$ cat src/design/cpfe_pkg.sv
// cpfe_pkg: shared types, constants and crc byte-update functions
// for the crc protected frame encoder; no dependencies
package cpfe_pkg;

    // frame length limits and widths
    localparam int MAX_PAYLOAD = 512;
    localparam int LEN_W       = 10;
    localparam int LENF_W      = 16;

    // configuration register indexes
    localparam logic [1:0] CFG_START_BYTE   = 2'd0;
    localparam logic [1:0] CFG_PAYLOAD_LEN  = 2'd1;
    localparam logic [1:0] CFG_COMMAND_CODE = 2'd2;

    // reset values of the configuration registers
    localparam logic [7:0]       START_BYTE_RST = 8'hA5;
    localparam logic [LEN_W-1:0] PAYLOAD_LEN_RST = LEN_W'(300);
    localparam logic [15:0]      COMMAND_RST     = 16'h0000;

    // crc constants
    localparam logic [7:0]  CRC8_INIT  = 8'hFF;
    localparam logic [7:0]  CRC8_POLY  = 8'h8C;
    localparam logic [15:0] CRC16_INIT = 16'hFFFF;
    localparam logic [15:0] CRC16_POLY = 16'h8408;

    // configuration as seen by the sequencer, length already clamped
    typedef struct packed {
        logic [7:0]       start_byte;
        logic [LEN_W-1:0] frame_len;
        logic [15:0]      command_code;
    } cfg_t;

    // one held input word
    typedef struct packed {
        logic [7:0] seq_num;
        logic [7:0] payload_byte;
    } item_t;

    // reflected crc-8, one byte
    function automatic logic [7:0] crc8_byte(input logic [7:0] c, input logic [7:0] b);
        logic [7:0] r;
        r = c ^ b;
        for (int i = 0; i < 8; i++)
        begin
            r = r[0] ? ((r >> 1) ^ CRC8_POLY) : (r >> 1);
        end
        return r;
    endfunction

    // reflected crc-16, one byte
    function automatic logic [15:0] crc16_byte(input logic [15:0] c, input logic [7:0] b);
        logic [15:0] r;
        r = c ^ {8'h00, b};
        for (int i = 0; i < 8; i++)
        begin
            r = r[0] ? ((r >> 1) ^ CRC16_POLY) : (r >> 1);
        end
        return r;
    endfunction

endpackage

$ cat src/design/cpfe_cfg.sv
// cpfe_cfg: configuration registers and length clamp
// depends on cpfe_pkg
module cpfe_cfg
    import cpfe_pkg::*;
(
    input  logic        clk,
    input  logic        rst_n,
    input  logic        cfg_valid,
    output logic        cfg_ready,
    input  logic [1:0]  cfg_index,
    input  logic [15:0] cfg_data,
    output cfg_t        cfg
);

    logic [7:0]       start_byte_reg;
    logic [LEN_W-1:0] payload_len_reg;
    logic [15:0]      command_code_reg;

    // writes are always taken
    assign cfg_ready = 1'b1;

    // register file
    always_ff @(posedge clk or negedge rst_n)
    begin
        if (!rst_n)
        begin
            start_byte_reg   <= START_BYTE_RST;
            payload_len_reg  <= PAYLOAD_LEN_RST;
            command_code_reg <= COMMAND_RST;
        end
        else if (cfg_valid)
        begin
            unique case (cfg_index)
                CFG_START_BYTE:   start_byte_reg   <= cfg_data[7:0];
                CFG_PAYLOAD_LEN:  payload_len_reg  <= cfg_data[LEN_W-1:0];
                CFG_COMMAND_CODE: command_code_reg <= cfg_data;
                default:          ;
            endcase
        end
    end

    // clamp length to 1..max payload
    always_comb
    begin
        cfg.start_byte   = start_byte_reg;
        cfg.command_code = command_code_reg;
        if (payload_len_reg == '0)
            cfg.frame_len = LEN_W'(1);
        else if (payload_len_reg > LEN_W'(MAX_PAYLOAD))
            cfg.frame_len = LEN_W'(MAX_PAYLOAD);
        else
            cfg.frame_len = payload_len_reg;
    end

endmodule

$ cat src/design/cpfe_in_reg.sv
// cpfe_in_reg: single-entry input register holding the current word
// depends on cpfe_pkg
module cpfe_in_reg
    import cpfe_pkg::*;
(
    input  logic       clk,
    input  logic       rst_n,
    input  logic       in_valid,
    output logic       in_ready,
    input  logic [7:0] seq_num,
    input  logic [7:0] payload_byte,
    input  logic       consume,
    output logic       item_valid,
    output item_t      item
);

    logic  full_reg;
    item_t item_reg;

    // refill in the same cycle the held word is used up
    assign in_ready   = !full_reg || consume;
    assign item_valid = full_reg;
    assign item       = item_reg;

    always_ff @(posedge clk or negedge rst_n)
    begin
        if (!rst_n)
            full_reg <= 1'b0;
        else if (in_ready)
            full_reg <= in_valid;
    end

    // payload capture
    always_ff @(posedge clk)
    begin
        if (in_valid && in_ready)
        begin
            item_reg.seq_num      <= seq_num;
            item_reg.payload_byte <= payload_byte;
        end
    end

endmodule

$ cat src/design/cpfe_seq.sv
// cpfe_seq: frame sequencer emitting one byte per cycle into the output register
// unless stalled; running crc-8 header check, crc-16 trailer; depends on cpfe_pkg
module cpfe_seq
    import cpfe_pkg::*;
(
    input  logic       clk,
    input  logic       rst_n,
    input  cfg_t       cfg,
    input  logic       item_valid,
    input  item_t      item,
    output logic       consume,
    output logic       out_valid,
    input  logic       out_ready,
    output logic [7:0] frame_byte,
    output logic       frame_end,
    output logic       run_end
);

    typedef enum logic [3:0] {
        PH_START,
        PH_LEN_LO,
        PH_LEN_HI,
        PH_SEQ,
        PH_HCRC,
        PH_CMD_LO,
        PH_CMD_HI,
        PH_PAY,
        PH_CRC_LO,
        PH_CRC_HI
    } phase_t;

    phase_t           phase_reg, phase_next;
    logic [LEN_W-1:0] pos_reg, pos_next;
    logic [7:0]       crc8_reg, crc8_next;
    logic [15:0]      crc16_reg, crc16_next;
    logic             out_valid_reg;
    logic [7:0]       byte_reg;
    logic             fend_reg, rend_reg;

    logic             trailer, out_free, fire, last;
    logic [LEN_W:0]   pos_inc;
    logic [LENF_W-1:0] len16;
    logic [7:0]       byte_sel;
    logic             fend_sel, rend_sel;

    // handshake side
    assign trailer  = (phase_reg == PH_CRC_LO) || (phase_reg == PH_CRC_HI);
    assign out_free = !out_valid_reg || out_ready;
    assign fire     = out_free && (trailer || item_valid);
    assign consume  = fire && (phase_reg == PH_PAY);

    // payload count and end-of-frame test
    assign pos_inc = {1'b0, pos_reg} + (LEN_W+1)'(1);
    assign last    = pos_inc >= {1'b0, cfg.frame_len};
    assign len16   = LENF_W'(cfg.frame_len);

    // byte selection and next phase
    always_comb
    begin
        byte_sel   = 8'h00;
        fend_sel   = 1'b0;
        rend_sel   = 1'b0;
        phase_next = phase_reg;
        unique case (phase_reg)
            PH_START:
            begin
                byte_sel   = cfg.start_byte;
                phase_next = PH_LEN_LO;
            end
            PH_LEN_LO:
            begin
                byte_sel   = len16[7:0];
                phase_next = PH_LEN_HI;
            end
            PH_LEN_HI:
            begin
                byte_sel   = len16[15:8];
                phase_next = PH_SEQ;
            end
            PH_SEQ:
            begin
                byte_sel   = item.seq_num;
                phase_next = PH_HCRC;
            end
            PH_HCRC:
            begin
                byte_sel   = crc8_reg;
                phase_next = PH_CMD_LO;
            end
            PH_CMD_LO:
            begin
                byte_sel   = cfg.command_code[7:0];
                phase_next = PH_CMD_HI;
            end
            PH_CMD_HI:
            begin
                byte_sel   = cfg.command_code[15:8];
                phase_next = PH_PAY;
            end
            PH_PAY:
            begin
                byte_sel   = item.payload_byte;
                rend_sel   = !last;
                phase_next = last ? PH_CRC_LO : PH_PAY;
            end
            PH_CRC_LO:
            begin
                byte_sel   = crc16_reg[7:0];
                phase_next = PH_CRC_HI;
            end
            PH_CRC_HI:
            begin
                byte_sel   = crc16_reg[15:8];
                fend_sel   = 1'b1;
                rend_sel   = 1'b1;
                phase_next = PH_START;
            end
            default:
            begin
                phase_next = PH_START;
            end
        endcase
    end

    // crc and count updates for the byte going out
    always_comb
    begin
        crc8_next  = crc8_reg;
        crc16_next = crc16_reg;
        pos_next   = pos_reg;
        unique case (phase_reg)
            PH_START:
            begin
                crc8_next  = crc8_byte(CRC8_INIT, byte_sel);
                crc16_next = crc16_byte(CRC16_INIT, byte_sel);
            end
            PH_LEN_LO, PH_LEN_HI, PH_SEQ:
            begin
                crc8_next  = crc8_byte(crc8_reg, byte_sel);
                crc16_next = crc16_byte(crc16_reg, byte_sel);
            end
            PH_HCRC, PH_CMD_LO, PH_CMD_HI:
            begin
                crc16_next = crc16_byte(crc16_reg, byte_sel);
            end
            PH_PAY:
            begin
                crc16_next = crc16_byte(crc16_reg, byte_sel);
                pos_next   = last ? '0 : pos_inc[LEN_W-1:0];
            end
            PH_CRC_LO:
            begin
                crc16_next = crc16_reg;
            end
            PH_CRC_HI:
            begin
                crc16_next = CRC16_INIT;
            end
            default:
            begin
                crc16_next = crc16_reg;
            end
        endcase
    end

    // state and output register
    always_ff @(posedge clk or negedge rst_n)
    begin
        if (!rst_n)
        begin
            phase_reg     <= PH_START;
            pos_reg       <= '0;
            crc8_reg      <= CRC8_INIT;
            crc16_reg     <= CRC16_INIT;
            out_valid_reg <= 1'b0;
            byte_reg      <= 8'h00;
            fend_reg      <= 1'b0;
            rend_reg      <= 1'b0;
        end
        else
        begin
            if (fire)
            begin
                phase_reg <= phase_next;
                pos_reg   <= pos_next;
                crc8_reg  <= crc8_next;
                crc16_reg <= crc16_next;
                byte_reg  <= byte_sel;
                fend_reg  <= fend_sel;
                rend_reg  <= rend_sel;
            end
            if (out_free)
                out_valid_reg <= fire;
        end
    end

    assign out_valid  = out_valid_reg;
    assign frame_byte = byte_reg;
    assign frame_end  = fend_reg;
    assign run_end    = rend_reg;

    // frame end is always the last byte of its word
    a_fend_rend: assert property (@(posedge clk) disable iff (!rst_n)
        out_valid_reg && fend_reg |-> rend_reg)
        else $error("frame_end without run_end");

    // payload count stays below the maximum frame length
    a_pos_range: assert property (@(posedge clk) disable iff (!rst_n)
        pos_reg < LEN_W'(MAX_PAYLOAD))
        else $error("payload count out of range");

    // mid-header the word that started the frame is still held
    a_hdr_item: assert property (@(posedge clk) disable iff (!rst_n)
        (phase_reg == PH_LEN_LO || phase_reg == PH_LEN_HI || phase_reg == PH_SEQ ||
         phase_reg == PH_HCRC || phase_reg == PH_CMD_LO || phase_reg == PH_CMD_HI)
        |-> item_valid)
        else $error("header in progress without held word");

    // trailer only runs after the count has wrapped
    a_trl_pos: assert property (@(posedge clk) disable iff (!rst_n)
        trailer |-> (pos_reg == '0))
        else $error("trailer with nonzero payload count");

    // a word is used up only when its payload byte goes out
    a_consume: assert property (@(posedge clk) disable iff (!rst_n)
        consume |=> out_valid_reg && (byte_reg == $past(item.payload_byte)))
        else $error("consumed word did not produce its payload byte");

endmodule

$ cat src/design/crc_protected_frame_encoder_core.sv
// crc_protected_frame_encoder_core: top level of the framed byte-stream encoder
// a word is held in the input register and its bytes leave through the output register
// throughput: one byte per cycle unless out_ready stalls or a needed word is missing;
// a payload word gives 1 byte, the first word of a frame 8 bytes, the last word 2 more
// reset: config returns to start 0xA5, length 300, command 0; the next word starts a frame
// depends on cpfe_pkg, cpfe_cfg, cpfe_in_reg, cpfe_seq
module crc_protected_frame_encoder_core
    import cpfe_pkg::*;
(
    input  logic        clk,
    input  logic        rst_n,
    input  logic        in_valid,
    output logic        in_ready,
    input  logic [7:0]  seq_num,
    input  logic [7:0]  payload_byte,
    output logic        out_valid,
    input  logic        out_ready,
    output logic [7:0]  frame_byte,
    output logic        frame_end,
    output logic        run_end,
    input  logic        cfg_valid,
    output logic        cfg_ready,
    input  logic [1:0]  cfg_index,
    input  logic [15:0] cfg_data
);

    cfg_t  cfg;
    item_t item;
    logic  item_valid;
    logic  consume;

    // configuration registers
    cpfe_cfg u_cfg (
        .clk       (clk),
        .rst_n     (rst_n),
        .cfg_valid (cfg_valid),
        .cfg_ready (cfg_ready),
        .cfg_index (cfg_index),
        .cfg_data  (cfg_data),
        .cfg       (cfg)
    );

    // input word register
    cpfe_in_reg u_in (
        .clk          (clk),
        .rst_n        (rst_n),
        .in_valid     (in_valid),
        .in_ready     (in_ready),
        .seq_num      (seq_num),
        .payload_byte (payload_byte),
        .consume      (consume),
        .item_valid   (item_valid),
        .item         (item)
    );

    // frame sequencer and output register
    cpfe_seq u_seq (
        .clk        (clk),
        .rst_n      (rst_n),
        .cfg        (cfg),
        .item_valid (item_valid),
        .item       (item),
        .consume    (consume),
        .out_valid  (out_valid),
        .out_ready  (out_ready),
        .frame_byte (frame_byte),
        .frame_end  (frame_end),
        .run_end    (run_end)
    );

endmodule
$ cat config.mk
export PLATFORM = sky130hd
export DESIGN_NAME = crc_protected_frame_encoder_core
export DESIGN_NICKNAME = d
export VERILOG_FILES = /design/src/design/cpfe_pkg.sv /design/src/design/cpfe_cfg.sv /design/src/design/cpfe_in_reg.sv /design/src/design/cpfe_seq.sv /design/src/design/crc_protected_frame_encoder_core.sv
export SDC_FILE = /design/constraint.sdc
export NUM_CORES = 1
export LEC_CHECK = 0
export BUFFER_PORTS_ARGS = -buffer_cell sky130_fd_sc_hd__buf_2
export CORE_MARGIN = 2
export CORE_UTILIZATION = 35
export DETAILED_ROUTE_END_ITERATION = 16
export SLEW_MARGIN = 20
export SYNTH_ARGS = -nofsm -noshare
export SYNTH_HDL_FRONTEND = slang
export SYNTH_SLANG_ARGS = --single-unit
$ cat constraint.sdc
create_clock -name clk -period 3.5 [get_ports clk]
set_clock_uncertainty 0.1 [all_clocks]
set_input_delay 0.875 -clock clk [delete_from_list [all_inputs] [get_ports clk]]
set_output_delay 0.875 -clock clk [all_outputs]
set_load 0.03 [all_outputs]
==> impl_metrics.json, run 1 <==
{
  "status": "complete, no violations",
  "finalWorstSetupSlack_ps": 210,
  "place_area_sq_mm": 0.00645,
  "clk_pin_slew_ps": 70,
  "timing.fmax_mhz": 304,
  "design.core.area_sq_mm": 0.0165,
  "start_util": 0.356,
  "drtPass1Iterations": 5,
  "ir_drop_mv": 0.400,
  "pre_cts_ws_ps": 27.0,
  "p_per_area_mw_per_mm2": 1110,
  "finalSetupViolations": 0,
  "globalplace.congestion": 0.878,
  "drc": 0,
  "layout_min_cycle_time_ps": 3290,
  "via_per_inst": 5.35,
  "clk_path_buf_depth": 2,
  "antenna_found_initial": 0,
  "clock_sinks": 100,
  "tightest_slew_ps": 929,
  "die_h_microns": 133,
  "fin_area_sq_mm": 0.00677,
  "worstSkewPairLatency_ps": 360,
  "grt_pass1_vias": 4470,
  "avgSynthCellArea_sq_um": 10.5,
  "dp_hpwl_mm": 11.6,
  "synth_seq_cells": 100,
  "rsz0062_at_grt": "no",
  "power_leakage_nw": 2.80,
  "slew_headroom": 0.379,
  "netlist_area_sq_mm": 0.00585,
  "power_mw": 7.54,
  "first_iter_violations": 289,
  "crit_type": "reg -> out",
  "arrival_ps": 2320,
  "synth_cell_types": 66,
  "final_util": 0.411,
  "min_path_type": "reg -> reg",
  "grt_start_max_net_pins": 77,
  "syn2layout_area_growth_pct": 15.6,
  "die_w_microns": 133,
  "end_kind": "primary output",
  "final.setup.tns_ps": 0,
  "overflow": 0,
  "die_area_sq_mm": 0.0178,
  "cts_resized": 1,
  "diodes": 0,
  "cts_tree": "built",
  "final_nets": 665,
  "cts_setup_buffers": 0,
  "htreeDepth": 3,
  "ys_warn_count": 0,
  "synth_cells": 555,
  "ant_nets": 0,
  "postRouteWirelength_mm": 15.7,
  "wl_per_cell_microns": 18.7,
  "cp_max_fo": 11,
  "num_rows": 47,
  "reg2reg_slack_ps": 230,
  "synthArstFlopShare": 0.840,
  "ys.flop_type": "dfrtp_1",
  "finalHoldViolations": 0,
  "cts_buffers": 9,
  "cts-root-buf": "clkbuf_16",
  "drive_above_1_share": 0.323,
  "vias": 4493,
  "drv_cap": 0,
  "grt_usage": 0.184,
  "cp-start-kind": "register",
  "grt_pass1_wl_mm": 25.3,
  "port_buffers": 50,
  "synth_edf_count": 16,
  "period_share": 0.940,
  "syn-num-nets": 605,
  "ys_seq_area_frac": 0.448,
  "slew_violations": 0,
  "ios": 52,
  "postCtsHoldBufs": 0,
  "cp.required_ps": 2520
}
-- cell usage after synthesis (all sizes together) (5+ instances only) --
cell	n	share of area
nand2b	8	0.0085
a21oi	23	0.020
mux2i	7	0.012
xor2	30	0.051
a31oi	5	0.0053
nor3	15	0.013
ha	11	0.024
buf	13	0.014
mux2	51	0.099
nand3b	6	0.0077
dfstp	32	0.14
nor2b	9	0.011
dfrtp	52	0.22
a211oi	5	0.0085
a21o	5	0.0064
o21ai	39	0.035
a22oi	6	0.0077
a32oi	8	0.012
edfxtp	16	0.082
clkbuf	16	0.010
nor2	29	0.020
xnor2	40	0.061
nand3	14	0.012
nand2	66	0.042
-- logic make-up (layout without fill, tap and decap cells) --
| family | Yosys count | after routing | share of synthesized area |
|---|---|---|---|
| AND/OR/NAND/NOR | 166 | 166 | 0.142 |
| adder cells (fa/ha/maj) | 11 | 11 | 0.0235 |
| XOR/XNOR | 70 | 70 | 0.112 |
| other | 1 | 1 | 0.000641 |
| AO/OA/AOI/OAI | 118 | 118 | 0.137 |
| multiplexers | 58 | 58 | 0.111 |
| buffers and inverters | 31 | 96 | 0.0259 |
| flip-flops | 100 | 100 | 0.448 |
-- worst max-delay path, cell delays in order (launching register included) --
cell and delay [ps]:
dfrtp_1 560, buf_4 250, nor3b_2 280, o21ai_2 100
nor2_1 230, nand2_2 190, nand2_1 140, buf_2 210
-- final cells by class --
cell class | instances | area (sq um)
fillers | 1635 | 9700
clock inverters | 7 | 63.8
repair buffers | 78 | 467
flip-flops and latches | 100 | 2630
clock buffers | 9 | 225
inverters | 2 | 7.51
multi-input cells | 424 | 3110
well taps | 220 | 275
-- where the power goes --
group	internal (mW)	leakage [nW]	switching [mW]	total, mW
clock network	0.500	0.142	0.487	0.988
logic	2.02	1.55	2.39	4.41
registers	1.70	1.11	0.444	2.15
total	4.22	2.80	3.32	7.54
-- metal layers --
layer / GRT usage / vias to the layer above / part of all wire
met2: 0.288 / 153 / 0.46
li1: - / 2113 / -
met1: 0.254 / 2195 / 0.46
met5: 0 / - / 0
met3: 0.0350 / 32 / 0.049
met4: 0.0697 / 0 / 0.029
-- placed cells by master, fill, tap and decap left out, drive strengths merged, types with 14 or more instances in the layout --
cell type and instances:
mux2 51, nand3 14, xor2 30, nor3 15
o21ai 39, nor2 29, xnor2 40, edfxtp 16
a21oi 23, dfstp 32, nand2 66, dfrtp 52
buf 78
-- worst paths after layout --
check / depth (start not counted) / from / endpoint
worst max register to register: 14 / u_cfg.payload_len_reg[7] / u_seq.phase_reg[2]
max in group asynchronous: 2 / rst_n / u_seq.crc16_reg[3]
worst min register to register: 2 / u_seq.frame_end / u_seq.frame_end
worst max-delay path: 7 / u_seq.phase_reg[2] / in_ready
worst min-delay path: 2 / u_seq.frame_end / u_seq.frame_end
min in group asynchronous: 1 / rst_n / u_cfg.command_code_reg[15]
-- stage by stage --
stage | std cells | hold slack [ps]
CTS | 840 | 384
detailed placement | 824 | 368
finish | 840 | 373
global placement | 824 | 373
global route | 840 | 400
floorplan | 555 | 358
Power figures use the tool's default switching activity.
==> run 2: changes to the inputs <==
Settings changed: CORE_UTILIZATION 35 to 38, PLACE_DENSITY set to 0.57.
==> run 2 against run 1 <==
Sequential power about the same; sequential share of layout area increased by 0.26 points; combinational power about the same; critical path depth unchanged; register-to-register slack improved by 20 ps; critical endpoint unchanged; die area decreased by 7.7%; worst hold slack improved by 4.8 ps.
==> impl_metrics.json, run 2 (synthesis results as in run 1) <==
{
  "status": "complete, no violations",
  "cts-root-buf": "clkbuf_16",
  "final_common_cell": "nand2_1",
  "multi_input_comb_area_sq_mm": 0.00311,
  "p_seq_frac": 0.286,
  "intPower_mw": 4.21,
  "cp-start-kind": "register",
  "slew_violations": 0,
  "dp_hpwl_mm": 11.5,
  "clockPowerShare": 0.130,
  "rsz0062_at_grt": "yes",
  "fillers": 1385,
  "diodes": 0,
  "grt_usage": 0.198,
  "overflow": 0,
  "drv_cap": 0,
  "globalplace.congestion": 0.881,
  "min_path_type": "reg -> reg",
  "final_cell_mix": "nand2_1 (65), mux2_2 (50), buf_2 (49), dfrtp_1 (49), xnor2_1 (39)",
  "timing.fmax_mhz": 305,
  "first_iter_violations": 302,
  "port_buffers": 50,
  "grt_pass1_wl_mm": 25.0,
  "drive_above_1_share": 0.321,
  "design.core.area_sq_mm": 0.0151,
  "cts_buffers": 9,
  "cp.required_ps": 2520,
  "finalSetupViolations": 0,
  "dp_cells": 791,
  "end_kind": "primary output",
  "p_comb_frac": 0.584,
  "die_area_sq_mm": 0.0164,
  "die_h_microns": 128,
  "layout_min_cycle_time_ps": 3280,
  "p_per_area_mw_per_mm2": 1110,
  "cts_tree": "built",
  "postCtsHoldBufs": 0,
  "htreeDepth": 3,
  "final_nets": 664,
  "power_leakage_nw": 2.79,
  "grt_pass1_vias": 4513,
  "netSwitchingFraction": 0.438,
  "regArea_sq_mm": 0.00263,
  "drc": 0,
  "stdcell_count": 807,
  "grt_start_max_net_pins": 80,
  "tightest_slew_ps": 903,
  "ios": 52,
  "postRouteWirelength_mm": 15.5,
  "reg2reg_slack_ps": 250,
  "slew_headroom": 0.396,
  "clk_path_buf_depth": 2,
  "cp_max_fo": 15,
  "via_per_inst": 5.49,
  "ir_drop_mv": 0.382,
  "clk_pin_slew_ps": 70,
  "ant_nets": 0,
  "period_share": 0.936,
  "start_util": 0.387,
  "num_rows": 45,
  "p_sw_mw": 3.29,
  "worstSkewPairLatency_ps": 350,
  "die_w_microns": 128,
  "wl_per_cell_microns": 19.2,
  "syn2layout_area_growth_pct": 14.9,
  "finalHoldViolations": 0,
  "antenna_found_initial": 0,
  "clock_sinks": 100,
  "crit_type": "reg -> out",
  "final_util": 0.444,
  "vias": 4430,
  "arrival_ps": 2300,
  "drtPass1Iterations": 6
}
-- run 2: changes by cell type in the layout (fill, tap and decap cells not counted), sizes merged --
cell,before,now
clkinvlp,1,2
clkinv,2,1
buf,78,77
-- run 2: cell type report --
| type | instances | share of cell area |
|---|---|---|
| clock buffer | 9 | 0.0335 |
| clock inverter | 7 | 0.00986 |
| inverter | 2 | 0.00112 |
| multi-input combinational | 424 | 0.462 |
| sequential | 100 | 0.391 |
| tap | 188 | 0.0350 |
| timing repair buffer | 77 | 0.0683 |
-- run 2: worst max-delay path, stage by stage, from the launching register on --
cell	delay, ps
dfrtp_2	560
buf_4	200
nor3b_1	320
o21ai_2	100
nor2_1	220
nand2_2	190
nand2_1	140
buf_2	210
-- run 2: worst paths after layout --
check | from | to | depth (start not counted)
setup / recovery | u_seq.phase_reg[3] | in_ready | 7
hold / removal | u_seq.frame_end | u_seq.frame_end | 2
setup reg to reg | u_cfg.payload_len_reg[4] | u_seq.phase_reg[2] | 14
hold reg to reg | u_seq.frame_end | u_seq.frame_end | 2
max in group asynchronous | rst_n | u_seq.crc8_reg[6] | 2
min in group asynchronous | rst_n | u_seq.frame_byte[2] | 1
-- run 2: timing repair --
action,CTS,global route
resized for setup,1,6
buffers inserted,0,0
endpoints found under the setup margin,1,12
-- run 2: power groups by stage --
stage                     clock network [mW]  registers, mW  logic [mW]
after CTS                               1.00           2.13        4.36
after floorplan                            0           2.01        3.38
after global placement                     0           2.14        4.27
after global routing                    1.06           2.19        4.82
final                                  0.978           2.14        4.38
after detailed placement                   0           2.15        4.34
-- run 2: per-stage QoR --
stage	total power [mW]	cell area, sq um	TNS (ps)	setup WS, ps	hold WS (ps)
after floorplan	5.39	5850	0	277	358
after global placement	6.42	6400	0	157	369
after detailed placement	6.49	6400	0	93.4	372
after CTS	7.50	6700	0	93.2	388
after global routing	8.07	6730	-2.59	-2.59	426
final	7.50	6730	0	224	378
-- run 2: metal layers --
layer  GRT usage  up-vias  part of all wire
li1            -     2111                 -
met1       0.273     2196              0.46
met2       0.321       99              0.48
met3      0.0296       24             0.037
met4      0.0672        0             0.022
met5           0        -                 0
==> run 3: changes to the inputs <==
Settings changed: ABC_AREA set to 1, CTS_CLUSTER_DIAMETER set to 100.
==> run 3 against run 2 <==
Cell area rose by 7.2%; fmax rose by 0.33%; non-clock buffer count fell by 14; sequential share of layout area shrank 2.7 points; largest cell class unchanged; area after synthesis up 9.0%; first-iteration DRC count grew 31%; critical path type unchanged; die area is 8.7% higher.
==> impl_metrics.json, run 3 <==
{
  "layout_min_cycle_time_ps": 3270,
  "p_sw_mw": 4.37,
  "syn2layout_area_growth_pct": 13.0,
  "antenna_found_initial": 0,
  "ys_warn_count": 0,
  "arrival_ps": 2290,
  "clk_pin_slew_ps": 70,
  "power_mw": 8.34,
  "worstSkewPairLatency_ps": 360,
  "clock_sinks": 100,
  "die_h_microns": 134,
  "cp_slowest_cell": "dfrtp_1",
  "die_w_microns": 134,
  "drc": 0,
  "synth_top_area_cell": "dfrtp_1",
  "synth_xor_area_frac": 0.0459,
  "port_buffers": 50,
  "postRouteWirelength_mm": 17.7,
  "avgSynthCellArea_sq_um": 7.45,
  "design.core.area_sq_mm": 0.0165,
  "grt_start_max_net_pins": 78,
  "ys.flop_type": "dfrtp_1",
  "cp.required_ps": 2520,
  "p_comb_frac": 0.642,
  "end_kind": "primary output",
  "synth_cells": 856,
  "cts_tree": "built",
  "cpPeakStageDelay_ps": 460,
  "period_share": 0.933,
  "tightest_slew_ps": 742,
  "ir_drop_mv": 0.438,
  "wl_per_cell_microns": 15.6,
  "final_cell_mix": "nand2_1 (271), inv_1 (92), nand3_1 (91)",
  "stdcell_count": 1137,
  "via_per_inst": 4.94,
  "overflow": 0,
  "synth_edf_count": 16,
  "ys_seq_area_frac": 0.411,
  "ant_nets": 0,
  "netSwitchingFraction": 0.524,
  "cts_setup_buffers": 0,
  "cp-start-kind": "register",
  "crit_buf_inv": 3,
  "synth_fa_ha_area_frac": 0.0216,
  "slew_headroom": 0.505,
  "intPower_mw": 3.97,
  "synth_seq_cells": 100,
  "syn-num-nets": 906,
  "synth_mux_area_frac": 0.00530,
  "holdWs_ps": 382,
  "synth_cell_types": 51,
  "cp_max_fo": 12,
  "grt_pass1_vias": 5341,
  "slew_violations": 0,
  "synth_top_area_frac": 0.204,
  "globalplace.congestion": 0.944,
  "die_area_sq_mm": 0.0178,
  "synthTopCellsByArea": "dfrtp_1 (20%), nand2_1 (16%), dfstp_2 (13%), edfxtp_1 (7.5%), nand3_1 (7.1%)",
  "diodes": 0,
  "power_leakage_nw": 3.65,
  "num_rows": 47,
  "status": "complete, no violations",
  "wl_met2_mm": 7.86,
  "final_common_cell": "nand2_1",
  "postCtsHoldBufs": 0,
  "drtPass1Iterations": 5,
  "drive_above_1_share": 0.203,
  "finalHoldViolations": 0,
  "crit_path_cell_trace": "nor2_2 > nand2_2 > a31oi_4 > inv_2 > nor2_1 > inv_1 > nand2_1 > buf_2",
  "synth_most_common_cell": "nand2_1",
  "crit_type": "reg -> out",
  "ios": 52,
  "min_path_type": "reg -> reg",
  "cts_buffers": 9,
  "htreeDepth": 3,
  "p_seq_frac": 0.235,
  "clk_path_buf_depth": 2,
  "grt_pass1_wl_mm": 29.4,
  "first_iter_violations": 396,
  "critical-path-top-delay-family": "simple AND/OR/NAND/NOR gates",
  "vias": 5613,
  "wl_met3_microns": 658,
  "clockPowerShare": 0.123,
  "netlist_area_sq_mm": 0.00638,
  "dp_cells": 1121,
  "wirelength_met1_mm": 8.76,
  "drv_cap": 0,
  "grt_usage": 0.213,
  "ys_top_cells_by_count": "nand2_1 (271), inv_1 (92), nand3_1 (91)",
  "final_nets": 962,
  "finalSetupViolations": 0,
  "synth_top_family_by_area": "simple AND/OR/NAND/NOR gates",
  "cts-root-buf": "clkbuf_16",
  "timing.fmax_mhz": 306,
  "dp_hpwl_mm": 13.6,
  "p_per_area_mw_per_mm2": 1160,
  "synthSimpleGateAreaFrac": 0.340,
  "synth_compound_area_frac": 0.0959,
  "start_util": 0.386,
  "synthArstFlopShare": 0.840,
  "highest_layer": "met4"
}
==> run 3: changes by cell type after synthesis, moves of 30 or more <==
cell / before / now
nand2_1: 66 / 271
inv_1: 2 / 92
nand3_1: 14 / 91
mux2_2: 50 / 3
nor2_1: 28 / 64
xnor2_1: 39 / 5
o21ai_0: 30 / 60
==> run 3: power by group through the flow <==
stage | registers, mW | logic, mW | clock network, mW
global route | 2.01 | 6.10 | 1.09
global placement | 1.98 | 5.24 | 0
finish | 1.96 | 5.36 | 1.03
CTS | 1.96 | 5.30 | 1.04
detailed placement | 1.98 | 5.27 | 0
floorplan | 1.98 | 4.00 | 0
==> run 3: through the flow <==
step                      worst slack [ps]   util  setup TNS, ps  cell area [sq um]
after floorplan                        632      -              0               6380
after global placement                 493  0.418              0               6910
after CTS                              238  0.436              0               7200
final                                  234  0.436              0               7210
after global routing                 -13.1  0.436          -18.5               7210
after detailed placement               303  0.418              0               6910
==> run 3: cells by family after synthesis <==
logic type / after synthesis
XOR/XNOR: 27
flip-flops: 100
AND/OR/NAND/NOR: 479
other: 1
buffers and inverters: 128
multiplexers: 3
adder cells (fa/ha/maj): 11
AO/OA/AOI/OAI: 107
==> run 3: layout make-up <==
class,instances,area (sq um)
Multi-Input combinational cell,628,3260
Timing Repair Buffer,63,354
Clock inverter,7,65.1
Tap cell,220,275
Clock buffer,9,225
Fill cell,1659,9310
Inverter,110,413
Sequential cell,100,2620
==> run 3: layer usage <==
metal  up-vias  track usage
li1       2850            -
met1      2596        0.309
met2       141        0.326
met3        26       0.0293
met4         0       0.0768
met5         -            0
==> run 3: worst paths after layout <==
path	slack, ps	cells past startpoint	end	startpoint
max in group asynchronous	2170	2	u_seq.crc16_reg[4]	rst_n
min in group asynchronous	460	1	u_in.item_valid	rst_n
setup / recovery	230	8	in_ready	u_seq.phase_reg[0]
setup reg to reg	370	18	u_seq.pos_reg[4]	u_seq.pos_reg[0]
hold / removal	380	2	u_seq.frame_byte[3]	u_seq.frame_byte[3]
hold reg to reg	380	2	u_seq.frame_byte[3]	u_seq.frame_byte[3]
==> run 3: what timing repair did <==
action,in CTS,in global routing
endpoints found under the hold margin,0,0
setup endpoints to repair,0,5
gates resized for setup,0,2
==> run 3: worst reg2reg max path, stage by stage (launching register included) <==
cell	delay [ps]
dfrtp_1	420
ha_1	210
nand2_1	60
nor2_1	160
nand3_1	120
nor2_1	100
inv_1	50
nor2_1	140
xor2_1	210
inv_1	70
ha_1	270
nand2_1	60
inv_1	50
a221oi_1	270
and3_4	270
nand2_1	110
inv_1	110
nand2_1	150
o22ai_1	150
